### config.mk
export PLATFORM = sky130hd
export DESIGN_NAME = spectrum_band_magnitude_average_top
export DESIGN_NICKNAME = d
export VERILOG_FILES = /design/src/hw/rtl/sbma_pkg.sv /design/src/hw/rtl/sbma_square.sv /design/src/hw/rtl/sbma_isqrt.sv /design/src/hw/rtl/sbma_divide.sv /design/src/hw/rtl/spectrum_band_magnitude_average_top.sv
export SDC_FILE = /design/constraint.sdc
export NUM_CORES = 1
export LEC_CHECK = 0
export BUFFER_PORTS_ARGS = -buffer_cell sky130_fd_sc_hd__buf_2
export CAP_MARGIN = 20
export CORE_MARGIN = 10
export CORE_UTILIZATION = 55
export CTS_CLUSTER_SIZE = 28
export DETAILED_ROUTE_END_ITERATION = 12
export GPL_ROUTABILITY_DRIVEN = 0
export PLACE_DENSITY_LB_ADDON = 0.25
export SYNTH_ARGS = -nofsm -noshare
export SYNTH_HDL_FRONTEND = slang
export SYNTH_SLANG_ARGS = --single-unit
### constraint.sdc
create_clock -name clk -period 4.8 [get_ports clk]
set_input_delay 0.72 -clock clk [delete_from_list [all_inputs] [get_ports clk]]
set_output_delay 0.72 -clock clk [all_outputs]
set_load 0.02 [all_outputs]
### src/hw/rtl/sbma_pkg.sv
package sbma_pkg;

  localparam int BIN_W   = 16;
  localparam int MAG_W   = 16;
  localparam int POW_W   = 32;
  localparam int SUM_W   = 24;
  localparam int WIDTH_W = 9;
  localparam int TOTAL_W = 10;
  localparam int BAND_W  = 9;

  // every serial unit runs eight steps of two bits
  localparam logic [2:0] STEP_LAST = 3'd7;

  localparam logic [WIDTH_W-1:0] WIDTH_MAX   = 9'd256;
  localparam logic [TOTAL_W-1:0] TOTAL_MAX   = 10'd512;
  localparam logic [WIDTH_W-1:0] WIDTH_RESET = 9'd16;
  localparam logic [TOTAL_W-1:0] TOTAL_RESET = 10'd128;

  localparam logic REG_BAND_WIDTH = 1'b0;
  localparam logic REG_BAND_TOTAL = 1'b1;

  typedef enum logic [2:0] {
    ST_IDLE,
    ST_SQUARE,
    ST_ROOT,
    ST_ACCUM,
    ST_DIVIDE,
    ST_EMIT
  } state_t;

endpackage

### src/hw/rtl/sbma_square.sv
module sbma_square (
  input  logic                           clk,
  input  logic                           rst,
  input  logic                           start,
  input  logic signed [sbma_pkg::BIN_W-1:0] re,
  input  logic signed [sbma_pkg::BIN_W-1:0] im,
  output logic                           done,
  output logic [sbma_pkg::POW_W-1:0]     power
);

  logic [15:0] abs_re;
  logic [15:0] abs_im;
  logic [15:0] mcand_a;
  logic [15:0] mcand_b;
  logic [15:0] mplier_a;
  logic [15:0] mplier_b;
  logic [16:0] hi;
  logic [15:0] lo;
  logic [2:0]  cnt;
  logic        busy;
  logic [18:0] part_a;
  logic [18:0] part_b;
  logic [18:0] hi_sum;

  assign abs_re = re[15] ? (~re + 16'd1) : re;
  assign abs_im = im[15] ? (~im + 16'd1) : im;

  // radix-4 shift-add: both squares share one accumulator
  always_comb begin
    part_a = ({19{mplier_a[0]}} & {3'd0, mcand_a})
           + ({19{mplier_a[1]}} & {2'd0, mcand_a, 1'b0});
    part_b = ({19{mplier_b[0]}} & {3'd0, mcand_b})
           + ({19{mplier_b[1]}} & {2'd0, mcand_b, 1'b0});
    hi_sum = {2'd0, hi} + part_a + part_b;
  end

  always_ff @(posedge clk) begin
    if (rst) begin
      busy <= 1'b0;
      done <= 1'b0;
      cnt  <= '0;
    end else begin
      done <= busy && (cnt == sbma_pkg::STEP_LAST);
      if (start) begin
        busy <= 1'b1;
        cnt  <= '0;
      end else if (busy) begin
        cnt <= cnt + 3'd1;
        if (cnt == sbma_pkg::STEP_LAST) begin
          busy <= 1'b0;
        end
      end
    end
  end

  always_ff @(posedge clk) begin
    if (start) begin
      mcand_a  <= abs_re;
      mcand_b  <= abs_im;
      mplier_a <= abs_re;
      mplier_b <= abs_im;
      hi       <= '0;
      lo       <= '0;
    end else if (busy) begin
      mplier_a <= {2'd0, mplier_a[15:2]};
      mplier_b <= {2'd0, mplier_b[15:2]};
      hi       <= hi_sum[18:2];
      lo       <= {hi_sum[1:0], lo[15:2]};
    end
  end

  // sum of squares is at most 2^31
  assign power = {hi[15:0], lo};

endmodule

### src/hw/rtl/sbma_isqrt.sv
module sbma_isqrt (
  input  logic                       clk,
  input  logic                       rst,
  input  logic                       start,
  input  logic [sbma_pkg::POW_W-1:0] radicand,
  output logic                       done,
  output logic [sbma_pkg::MAG_W-1:0] root
);

  logic [31:0] rad;
  logic [16:0] rem;
  logic [2:0]  cnt;
  logic        busy;
  logic [31:0] rad_next;
  logic [16:0] rem_next;
  logic [15:0] root_next;
  logic [18:0] rs;
  logic [18:0] trial;
  logic [18:0] diff;

  // two result bits per cycle, restoring
  always_comb begin
    rad_next  = rad;
    rem_next  = rem;
    root_next = root;
    rs        = '0;
    trial     = '0;
    diff      = '0;
    for (int i = 0; i < 2; i++) begin
      rs       = {rem_next, rad_next[31:30]};
      rad_next = {rad_next[29:0], 2'b00};
      trial    = {1'b0, root_next, 2'b01};
      diff     = rs - trial;
      if (rs >= trial) begin
        rem_next  = diff[16:0];
        root_next = {root_next[14:0], 1'b1};
      end else begin
        rem_next  = rs[16:0];
        root_next = {root_next[14:0], 1'b0};
      end
    end
  end

  always_ff @(posedge clk) begin
    if (rst) begin
      busy <= 1'b0;
      done <= 1'b0;
      cnt  <= '0;
    end else begin
      done <= busy && (cnt == sbma_pkg::STEP_LAST);
      if (start) begin
        busy <= 1'b1;
        cnt  <= '0;
      end else if (busy) begin
        cnt <= cnt + 3'd1;
        if (cnt == sbma_pkg::STEP_LAST) begin
          busy <= 1'b0;
        end
      end
    end
  end

  always_ff @(posedge clk) begin
    if (start) begin
      rad  <= radicand;
      rem  <= '0;
      root <= '0;
    end else if (busy) begin
      rad  <= rad_next;
      rem  <= rem_next;
      root <= root_next;
    end
  end

endmodule

### src/hw/rtl/sbma_divide.sv
module sbma_divide (
  input  logic                         clk,
  input  logic                         rst,
  input  logic                         start,
  input  logic [sbma_pkg::SUM_W-1:0]   dividend,
  input  logic [sbma_pkg::WIDTH_W-1:0] divisor,
  output logic                         done,
  output logic [sbma_pkg::MAG_W-1:0]   quotient
);

  logic [8:0]  div;
  logic [8:0]  rem;
  logic [2:0]  cnt;
  logic        busy;
  logic [8:0]  rem_next;
  logic [15:0] quo_next;
  logic [9:0]  rs;
  logic [9:0]  diff;

  // mean never exceeds the largest magnitude, so dividend[23:16] < divisor
  always_comb begin
    rem_next = rem;
    quo_next = quotient;
    rs       = '0;
    diff     = '0;
    for (int i = 0; i < 2; i++) begin
      rs       = {rem_next, quo_next[15]};
      diff     = rs - {1'b0, div};
      quo_next = {quo_next[14:0], 1'b0};
      if (rs >= {1'b0, div}) begin
        rem_next    = diff[8:0];
        quo_next[0] = 1'b1;
      end else begin
        rem_next = rs[8:0];
      end
    end
  end

  always_ff @(posedge clk) begin
    if (rst) begin
      busy <= 1'b0;
      done <= 1'b0;
      cnt  <= '0;
    end else begin
      done <= busy && (cnt == sbma_pkg::STEP_LAST);
      if (start) begin
        busy <= 1'b1;
        cnt  <= '0;
      end else if (busy) begin
        cnt <= cnt + 3'd1;
        if (cnt == sbma_pkg::STEP_LAST) begin
          busy <= 1'b0;
        end
      end
    end
  end

  always_ff @(posedge clk) begin
    if (start) begin
      div      <= divisor;
      rem      <= {1'b0, dividend[23:16]};
      quotient <= dividend[15:0];
    end else if (busy) begin
      rem      <= rem_next;
      quotient <= quo_next;
    end
  end

endmodule

### src/hw/rtl/spectrum_band_magnitude_average_top.sv
// Band averager for FFT bins. Each accepted word is one complex bin; its magnitude
// (floor square root of re^2 + im^2) is added to the band sum, and after band_width
// bins a word with the floor mean, band index and last-band flag is sent. A bin passes
// through the serial sum-of-squares multiplier, then the square-root unit, is then
// accumulated, and the block returns to idle; no new bin is taken before that. A bin
// that closes a band also goes through the serial divider before the return, and then
// loads the output register, waiting for as long as that register stays full.
// Outside a frame (after band_total bands, or after reset) bins without frame_start
// are taken and dropped. Registers: band_width at 0x0, band_total at 0x4.
module spectrum_band_magnitude_average_top (
  input  logic                                clk,
  input  logic                                rst,
  input  logic                                psel,
  input  logic                                penable,
  input  logic                                pwrite,
  input  logic [2:0]                          paddr,
  input  logic [31:0]                         pwdata,
  output logic [31:0]                         prdata,
  output logic                                pready,
  input  logic signed [sbma_pkg::BIN_W-1:0]   bin_real,
  input  logic signed [sbma_pkg::BIN_W-1:0]   bin_imag,
  input  logic                                frame_start,
  input  logic                                bin_valid,
  output logic                                bin_ready,
  output logic [sbma_pkg::MAG_W-1:0]          band_average,
  output logic [sbma_pkg::BAND_W-1:0]         band_number,
  output logic                                final_band,
  output logic                                band_valid,
  input  logic                                band_ready
);

  sbma_pkg::state_t state;
  sbma_pkg::state_t state_next;

  logic [sbma_pkg::WIDTH_W-1:0] band_width;
  logic [sbma_pkg::TOTAL_W-1:0] band_total;
  logic [sbma_pkg::WIDTH_W-1:0] bins_in_band;
  logic [sbma_pkg::TOTAL_W-1:0] current_band;
  logic [sbma_pkg::SUM_W-1:0]   magnitude_sum;
  logic                         frame_finished;
  logic [sbma_pkg::BAND_W-1:0]  pend_band;
  logic                         pend_last;

  logic [sbma_pkg::WIDTH_W-1:0] width_eff;
  logic [sbma_pkg::TOTAL_W-1:0] total_eff;
  logic [sbma_pkg::SUM_W-1:0]   sum_next;
  logic [sbma_pkg::WIDTH_W-1:0] bins_next;
  logic                         band_close;
  logic                         last;

  logic                         sq_start;
  logic                         sq_done;
  logic [sbma_pkg::POW_W-1:0]   power;
  logic                         rt_start;
  logic                         rt_done;
  logic [sbma_pkg::MAG_W-1:0]   mag;
  logic                         dv_start;
  logic                         dv_done;
  logic [sbma_pkg::MAG_W-1:0]   quot;
  logic                         load_out;
  logic                         cfg_write;

  sbma_square u_square (
    .clk   (clk),
    .rst   (rst),
    .start (sq_start),
    .re    (bin_real),
    .im    (bin_imag),
    .done  (sq_done),
    .power (power)
  );

  sbma_isqrt u_isqrt (
    .clk      (clk),
    .rst      (rst),
    .start    (rt_start),
    .radicand (power),
    .done     (rt_done),
    .root     (mag)
  );

  sbma_divide u_divide (
    .clk      (clk),
    .rst      (rst),
    .start    (dv_start),
    .dividend (sum_next),
    .divisor  (bins_next),
    .done     (dv_done),
    .quotient (quot)
  );

  assign pready    = 1'b1;
  assign cfg_write = psel && penable && pwrite;

  always_comb begin
    unique case (paddr[2])
      sbma_pkg::REG_BAND_WIDTH: prdata = {23'd0, band_width};
      sbma_pkg::REG_BAND_TOTAL: prdata = {22'd0, band_total};
      default:                  prdata = '0;
    endcase
  end

  always_comb begin
    if (band_width == '0) begin
      width_eff = 9'd1;
    end else if (band_width > sbma_pkg::WIDTH_MAX) begin
      width_eff = sbma_pkg::WIDTH_MAX;
    end else begin
      width_eff = band_width;
    end
    if (band_total == '0) begin
      total_eff = 10'd1;
    end else if (band_total > sbma_pkg::TOTAL_MAX) begin
      total_eff = sbma_pkg::TOTAL_MAX;
    end else begin
      total_eff = band_total;
    end
    sum_next   = magnitude_sum + {8'd0, mag};
    bins_next  = bins_in_band + 9'd1;
    band_close = bins_next >= width_eff;
    last       = ({1'b0, current_band} + 11'd1) >= {1'b0, total_eff};
  end

  always_ff @(posedge clk) begin
    if (rst) begin
      state <= sbma_pkg::ST_IDLE;
    end else begin
      state <= state_next;
    end
  end

  always_comb begin
    state_next = state;
    sq_start   = 1'b0;
    rt_start   = 1'b0;
    dv_start   = 1'b0;
    bin_ready  = 1'b0;
    load_out   = 1'b0;
    unique case (state)
      sbma_pkg::ST_IDLE: begin
        bin_ready = 1'b1;
        if (bin_valid && (frame_start || !frame_finished)) begin
          sq_start   = 1'b1;
          state_next = sbma_pkg::ST_SQUARE;
        end
      end
      sbma_pkg::ST_SQUARE: begin
        if (sq_done) begin
          rt_start   = 1'b1;
          state_next = sbma_pkg::ST_ROOT;
        end
      end
      sbma_pkg::ST_ROOT: begin
        if (rt_done) begin
          state_next = sbma_pkg::ST_ACCUM;
        end
      end
      sbma_pkg::ST_ACCUM: begin
        if (band_close) begin
          dv_start   = 1'b1;
          state_next = sbma_pkg::ST_DIVIDE;
        end else begin
          state_next = sbma_pkg::ST_IDLE;
        end
      end
      sbma_pkg::ST_DIVIDE: begin
        if (dv_done) begin
          state_next = sbma_pkg::ST_EMIT;
        end
      end
      sbma_pkg::ST_EMIT: begin
        if (!band_valid || band_ready) begin
          load_out   = 1'b1;
          state_next = sbma_pkg::ST_IDLE;
        end
      end
      default: state_next = sbma_pkg::ST_IDLE;
    endcase
  end

  always_ff @(posedge clk) begin
    if (rst) begin
      band_width     <= sbma_pkg::WIDTH_RESET;
      band_total     <= sbma_pkg::TOTAL_RESET;
      bins_in_band   <= '0;
      current_band   <= '0;
      magnitude_sum  <= '0;
      frame_finished <= 1'b1;
      band_valid     <= 1'b0;
    end else begin
      if (cfg_write) begin
        case (paddr[2])
          sbma_pkg::REG_BAND_WIDTH: band_width <= pwdata[8:0];
          sbma_pkg::REG_BAND_TOTAL: band_total <= pwdata[9:0];
          default: ;
        endcase
      end
      if (state == sbma_pkg::ST_IDLE && bin_valid && frame_start) begin
        bins_in_band   <= '0;
        current_band   <= '0;
        magnitude_sum  <= '0;
        frame_finished <= 1'b0;
      end
      if (state == sbma_pkg::ST_ACCUM) begin
        if (band_close) begin
          magnitude_sum <= '0;
          bins_in_band  <= '0;
          if (last) begin
            frame_finished <= 1'b1;
          end else begin
            current_band <= current_band + 10'd1;
          end
        end else begin
          magnitude_sum <= sum_next;
          bins_in_band  <= bins_next;
        end
      end
      if (load_out) begin
        band_valid <= 1'b1;
      end else if (band_valid && band_ready) begin
        band_valid <= 1'b0;
      end
    end
  end

  always_ff @(posedge clk) begin
    if (state == sbma_pkg::ST_ACCUM && band_close) begin
      pend_band <= current_band[8:0];
      pend_last <= last;
    end
    if (load_out) begin
      band_average <= quot;
      band_number  <= pend_band;
      final_band   <= pend_last;
    end
  end

endmodule
* Word level (Yosys, flattened, before mapping) *
Cells that the tools add are included.

cells by class
  add/subtract/negate cells = 17
  order comparisons = 8
  eq/ne operators = 13
  multiplexer cells = 66
  bitwise operators = 7
  reduce and logical (&&, ||, !) cells = 28

operator list
  operator               count
  $mux 16                8
  $mux 24                3
  $mux 32                2
  $pmux 32 s2            1
  $mux 9                 7
  $mux 10                6
  $add 19x19->19         3
  $and 19x16->19         2
  $and 19x17->19         2
  $ge 19x18->1           2
  $mux 17                2
  $sub 17x17->17         2
  $add 16x1->16 const B  2
  $not 16->16            2
  $mux 1                 28
  $add 24x16->24         1
  $ge 10x9->1            2
  $add 17x19->19         1
  $mux 3                 6
  $pmux 3 s6             1
  $sub 9x9->9            2
  $mux 8                 2
  $eq 3x3->1 const B     5
  $add 10x1->11 const B  1
  22 further kinds       46

storage, ports and cells
  register bits = 314
  bits of input ports = 75
  output and inout bits = 61
  logic and storage cells = 174

* Longest topological paths before layout *
  depth in word-level cells = 7
  depth in mapped cells = 26
  gate-level depth less buffers = 22

* Modules after synthesis *
A second synthesis with hierarchy kept.

unflattened totals
  cell total of the unflattened synthesis = 2022
  area, all modules = 20221.9 um^2

modules (own cells, without submodules)
  module                               times used  cells an instance  area each (um^2)  seq. area each (um^2)
  sbma_square                          1           631                6655.1            2682.6
  spectrum_band_magnitude_average_top  1           631                5958.2            2422.3
  sbma_isqrt                           1           534                5043.6            1721.7
  sbma_divide                          1           226                2565.0            1111.1

* Worst setup path before layout *
Ideal clock, no wire load.

  path kind = register to register
  start = register u_divide.quotient[15] (netlist name)
  end = register u_divide.rem[7] (data pin)
  library setup time = 0.300 ns
  arrival = 4.387 ns
  data required time = 4.500 ns
  path slack = 0.113 ns
  stages on the path, launching flop included = 22
  buffers on the path = 2
  period minus slack after synthesis = 4.687 ns
  cells stage by stage = edfxtp_1 -> inv_1 -> ha_1 -> inv_1 -> fa_1 -> a21o_1 -> a21oi_1 -> nor2_1 -> o31a_1 -> nor2_1 -> clkbuf_1 -> o21ai_0 -> ha_1 -> a21o_1 -> a21o_1 -> a221oi_1 -> o21ai_0 -> a21oi_1 -> nand2_1 -> buf_1 -> a211oi_1 -> a21oi_1

between the ends
  longest elaborated chain between the ends = 6
  elaborated cells on any way between the ends = 8
  those cells by class = add/sub (2); order compare (2); mux (4)

RTL lines
  what                                        RTL line                              text
  start: declaration                          sbma_divide.sv:8                      output logic [sbma_pkg::MAG_W-1:0] quotient
  start signal: assignment                    sbma_divide.sv:62                     quotient <= dividend[15:0];
  start signal: assignment                    sbma_divide.sv:65                     quotient <= quo_next;
  $sub 9x9->9 or $ge 10x9->1 (tied branches)  sbma_divide.sv:28, sbma_divide.sv:30
  $mux 9 (*)                                  sbma_divide.sv:30                     if (rs >= {1'b0, div}) begin
  $sub 9x9->9 or $ge 10x9->1 (tied branches)  sbma_divide.sv:28, sbma_divide.sv:30
  $mux 9 (*)                                  sbma_divide.sv:30
  $mux 8 (*)                                  sbma_divide.sv:63                     end else if (busy) begin
  $mux 8 (*)                                  sbma_divide.sv:59                     if (start) begin
  end signal: assignment                      sbma_divide.sv:61                     rem <= {1'b0, dividend[23:16]};
  end signal: assignment                      sbma_divide.sv:64                     rem <= rem_next;
  end: declaration                            sbma_divide.sv:12                     logic [8:0] rem;

Every way passes the cells marked *; elsewhere a longest branch is shown, timed or not. The select of a mux whose other input is x is not followed.
A chain may end at the register's enable or synchronous reset.

* Worst setup path after layout *
  start = register u_isqrt.root[10] (netlist name)
  end = register u_isqrt.rem[6]

between the ends
  longest elaborated chain between the ends = 4
  elaborated cells on any way between the ends = 7
  those cells by class = add/sub (2); order compare (2); mux (3)

RTL lines
  what                                            RTL line                            text
  start: declaration                              sbma_isqrt.sv:7                     output logic [sbma_pkg::MAG_W-1:0] root
  start signal: assignment                        sbma_isqrt.sv:71                    root <= root_next;
  $ge 19x18->1 or $sub 17x17->17 (tied branches)  sbma_isqrt.sv:34, sbma_isqrt.sv:33
  $mux 17 or $mux 1 (tied branches)               sbma_isqrt.sv:34                    if (rs >= trial) begin
  $sub 17x17->17 or $ge 19x18->1 (tied branches)  sbma_isqrt.sv:33, sbma_isqrt.sv:34
  $mux 17 (*)                                     sbma_isqrt.sv:34
  end signal: assignment                          sbma_isqrt.sv:70                    rem <= rem_next;
  end: declaration                                sbma_isqrt.sv:11                    logic [16:0] rem;

Every way passes the cells marked *; elsewhere a longest branch is shown, timed or not.

==> implementation parameters <==
Parameter                              Value

Status
  Run status ... completed

Worst hold path
  Number of stages on the worst hold path ... 0
  Hold Crit Class ... reg -> reg

Placed design
  Number of buffers inserted by port buffering ... 88
  Area of placed instances ... 19900 um^2
  Detailed Place HPWL ... 30100 um
  Post-placement cell count ... 2474

CTS
  Clock-pin transition on the worst setup and hold timing paths ... 0.07 ns
  Clock network latency to the later pin of the worst-skew pair ... 0.52 ns
  Clock tree from TritonCTS ... built
  Clock Sinks ... 314
  TritonCTS buffer count ... 35
  Clock Tree Buf Depth ... 3
  # H-tree levels ... 2
  Buffer type at the clock tree root ... sky130_fd_sc_hd__clkbuf_16

Synthesis
  Distinct cells, synth ... 78
  Share of synthesized area occupied by flip-flops and latches ... 0.422
  Top_reg_cell synth ... sky130_fd_sc_hd__edfxtp_1
  Xor-xnor portion of the synthesized cell area ... 0.0530
  Mean instance size in the synthesized netlist ... 9.59 um^2
  Synthesized-area fraction occupied by adder cells ... 0.132
  Ys async rst share ... 0
  Top cell type's share of synthesized area ... 0.263
  Number of instances in the synthesized netlist ... 1963
  Total number of yosys warnings ... 0
  Number of flops mapped to enable cells by yosys ... 165
  Simple-Gate Fraction of Synth Area ... 0.174
  Post-synthesis compound-gate area fraction ... 0.122
  Synthesized area ... 18800 um^2
  Number of register bits inferred by synthesis ... 314
  Multiplexer share of the synthesized area ... 0.0517
  Post-synth top area cell ... sky130_fd_sc_hd__edfxtp_1
  Largest cells by area after synthesis ... sky130_fd_sc_hd__edfxtp_1 (26%), sky130_fd_sc_hd__dfxtp_1 (16%), sky130_fd_sc_hd__ha_1 (7.9%)
  Main combinational cell family by area after synthesis ... simple AND/OR/NAND/NOR gates

Pwr
  Power density over the cells ... 500 nW/um^2
  Sw Share ... 0.356
  Power Total ... 10.6 mW
  Switching Power ... 3.78 mW
  Combinational group share of total power ... 0.437
  Leakage power summed over all cells ... 8.90 nW
  Power Internal ... 6.85 mW
  Sequential Power Share ... 0.301
  Worst IR drop on VDD ... 0.000300 V
  Clk pwr share ... 0.263

Global route
  GR Overflow Total ... 0
  GRT Total Usage ... 0.193
  First-pass GRT wire length ... 68300 um
  Pin count of the biggest net entering global routing ... 57
  Number of global-route vias before repair ... 14100
  Number of antenna violations at the first check in global routing ... 0

Route
  First-pass iteration count of the detailed router ... 6
  Detailed-route vias per instance ... 5.58
  Post-DR wirelength/cell ... 16.1 um
  Number of nets with antenna violations after detailed routing ... 0
  Detailed Route WL ... 41000 um
  Initial DRC Count ... 856
  Vias ... 14200
  DRC errors left ... 0

Critical path
  Kind of capture point of the worst setup path ... flip-flop
  R2R cell count ... 19
  Required @ worst endpoint ... 5.14 ns
  Max FO, Critical Path ... 10
  Critical path class ... reg -> reg
  Kind of launch point of the worst setup path ... flip-flop
  Arrival time worst endpoint ... 4.96 ns
  Setup slack of the most critical reg-to-reg path ... 0.18 ns

Floorplan
  Starting density of the core ... 0.560
  Floorplan Core Area ... 33600 um^2
  Die ar. ... 42000 um^2
  Number of rows in the core area ... 67
  Overall die height ... 205 um
  Die outline width ... 205 um
  Number of top-level pins ... 136

Cells and area
  End-of-flow core utilization ... 0.633
  Synthesis-to-layout area growth ... 13.1%
  Finished Cell Area ... 21300 um^2
  Fraction of final layout cells sized beyond drive strength 1 ... 0.140
  Final net count ... 2319
  Finished Layout Cells ... 2547
  Antenna diode count ... 0

Timing
  Number of max-slew violations in the final report ... 0
  Worst clock skew ... 0.0337 ns
  Total count of hold-check failures in the final report ... 0
  Worst slew margin ... 0.387
  Final setup violating endpoints ... 0
  Shortest period the worst path allows ... 4.62 ns
  Period utilization ... 0.962
  Highest Clock Rate ... 216 MHz
  Slew at the pin with the worst max-slew slack ... 0.920 ns
  Post-Route Hold Slack ... 0.418 ns

Run
  Number of max-cap violations ... 0
## power by group through the flow
stage	Combinational (mW)	Sequential (mW)	Clock, mW
2_1_floorplan	3.38	3.19	0
3_3_place_gp	4.30	3.25	0
3_5_place_dp	4.40	3.25	0
4_1_cts	4.44	3.20	2.85
5_1_grt	5.19	3.22	2.96
6_report	4.65	3.20	2.79
## what timing repair did
item	in CTS	in global routing
setup buffers	0	10
pin swaps	0	8
resized for setup	2	39
hold endpoints to repair	0	0
setup endpoints to repair	8	28
hold buffers	0	0
## path summary, 6_finish.rpt
path	startpoint	to
hold / removal	pend_last	final_band
setup reg to reg	u_isqrt.root[10]	u_isqrt.rem[6]
setup / recovery	u_isqrt.root[10]	u_isqrt.rem[6]
hold reg to reg	pend_last	final_band
## routing by layer
metal | track usage | part of all wire
met5 | 0 | 0
met4 | 0.0509 | 0.020
met3 | 0.0248 | 0.040
met2 | 0.341 | 0.50
met1 | 0.243 | 0.44
## sequential cells by signal, indices dropped and copies added (netlist names), 9 cells and up
name / cells
u_square.lo: 16
band_average: 16
band_total: 10
band_number: 9
pend_band: 9
magnitude_sum: 24
u_divide.div: 9
band_width: 9
current_band: 10
u_isqrt.rem: 17
u_divide.rem: 9
bins_in_band: 9
u_square.hi: 17
u_square.mcand_b: 16
u_divide.quotient: 16
u_isqrt.root: 16
u_isqrt.rad: 32
u_square.mplier_b: 16
u_square.mplier_a: 16
u_square.mcand_a: 16
## cells in the final DEF, fill, tap and decap left out, types with 35 or more instances in the layout
cell type and count:
sky130_fd_sc_hd__a21oi_1 92, sky130_fd_sc_hd__and2_1 37, sky130_fd_sc_hd__buf_2 88, sky130_fd_sc_hd__buf_4 62, sky130_fd_sc_hd__clkbuf_16 35, sky130_fd_sc_hd__dfxtp_1 146
sky130_fd_sc_hd__edfxtp_1 165, sky130_fd_sc_hd__fa_1 50, sky130_fd_sc_hd__ha_1 114, sky130_fd_sc_hd__inv_1 93, sky130_fd_sc_hd__mux2i_1 67, sky130_fd_sc_hd__nand2_1 332
sky130_fd_sc_hd__nor2_1 152, sky130_fd_sc_hd__o21ai_0 75, sky130_fd_sc_hd__xnor2_1 75, sky130_fd_sc_hd__xor2_1 39
## critical path, stage by stage (launching register included)
cell and delay (ns):
sky130_fd_sc_hd__dfxtp_1 0.39, sky130_fd_sc_hd__inv_1 0.10, sky130_fd_sc_hd__ha_1 0.38, sky130_fd_sc_hd__and2_4 0.20, sky130_fd_sc_hd__and3_4 0.17, sky130_fd_sc_hd__a221oi_2 0.29, sky130_fd_sc_hd__nand3_2 0.13, sky130_fd_sc_hd__a21o_1 0.25
sky130_fd_sc_hd__mux2i_2 0.23, sky130_fd_sc_hd__ha_1 0.28, sky130_fd_sc_hd__a31o_2 0.23, sky130_fd_sc_hd__a21oi_1 0.22, sky130_fd_sc_hd__o311ai_1 0.17, sky130_fd_sc_hd__o22ai_2 0.19, sky130_fd_sc_hd__o21ai_1 0.14, sky130_fd_sc_hd__o2111a_1 0.28
sky130_fd_sc_hd__or2_1 0.29, sky130_fd_sc_hd__buf_12 0.16, sky130_fd_sc_hd__mux2i_1 0.22, sky130_fd_sc_hd__a211oi_1 0.11
## cell type report
| cell class | instances | area (um^2) |
|---|---|---|
| clock buffers | 39 | 911 |
| clock inverters | 22 | 273 |
| fillers | 2685 | 12300 |
| inverters | 98 | 370 |
| multi-input cells | 1472 | 10300 |
| flip-flops and latches | 314 | 7940 |
| well taps | 448 | 561 |
| repair buffers | 154 | 976 |
## logic make-up after synthesis
family,after synthesis
AO/OA/AOI/OAI,353
XOR/XNOR,114
adder cells (fa/ha/maj),169
buffers and inverters,198
flip-flops,314
multiplexers,94
other,2
AND/OR/NAND/NOR,719
## synth_stat cells (all sizes together), types with 4 or more instances
| library cell | number |
|---|---|
| a211oi | 19 |
| a21boi | 6 |
| a21o | 30 |
| a21oi | 94 |
| a22oi | 24 |
| a311oi | 8 |
| a31o | 4 |
| a31oi | 12 |
| a41oi | 4 |
| and2 | 38 |
| and3 | 14 |
| buf | 31 |
| clkbuf | 69 |
| dfxtp | 149 |
| edfxtp | 165 |
| fa | 50 |
| ha | 119 |
| inv | 95 |
| mux2 | 26 |
| mux2i | 68 |
| nand2 | 333 |
| nand2b | 25 |
| nand3 | 33 |
| nand3b | 6 |
| nand4 | 12 |
| nand4b | 7 |
| nor2 | 158 |
| nor2b | 17 |
| nor3 | 28 |
| nor4 | 9 |
| o211ai | 8 |
| o21a | 6 |
| o21ai | 87 |
| o21bai | 9 |
| o31ai | 19 |
| or2 | 13 |
| or3 | 12 |
| xnor2 | 75 |
| xor2 | 39 |
## stage by stage
stage               worst slack, ns  TNS (ns)
finish                        0.180         0
global route                -0.0207   -0.0247
CTS                          0.0357         0
detailed placement          -0.0270   -0.0839
global placement              0.116         0
floorplan                     0.113         0
Note: power is estimated with default switching activity, not from simulation.
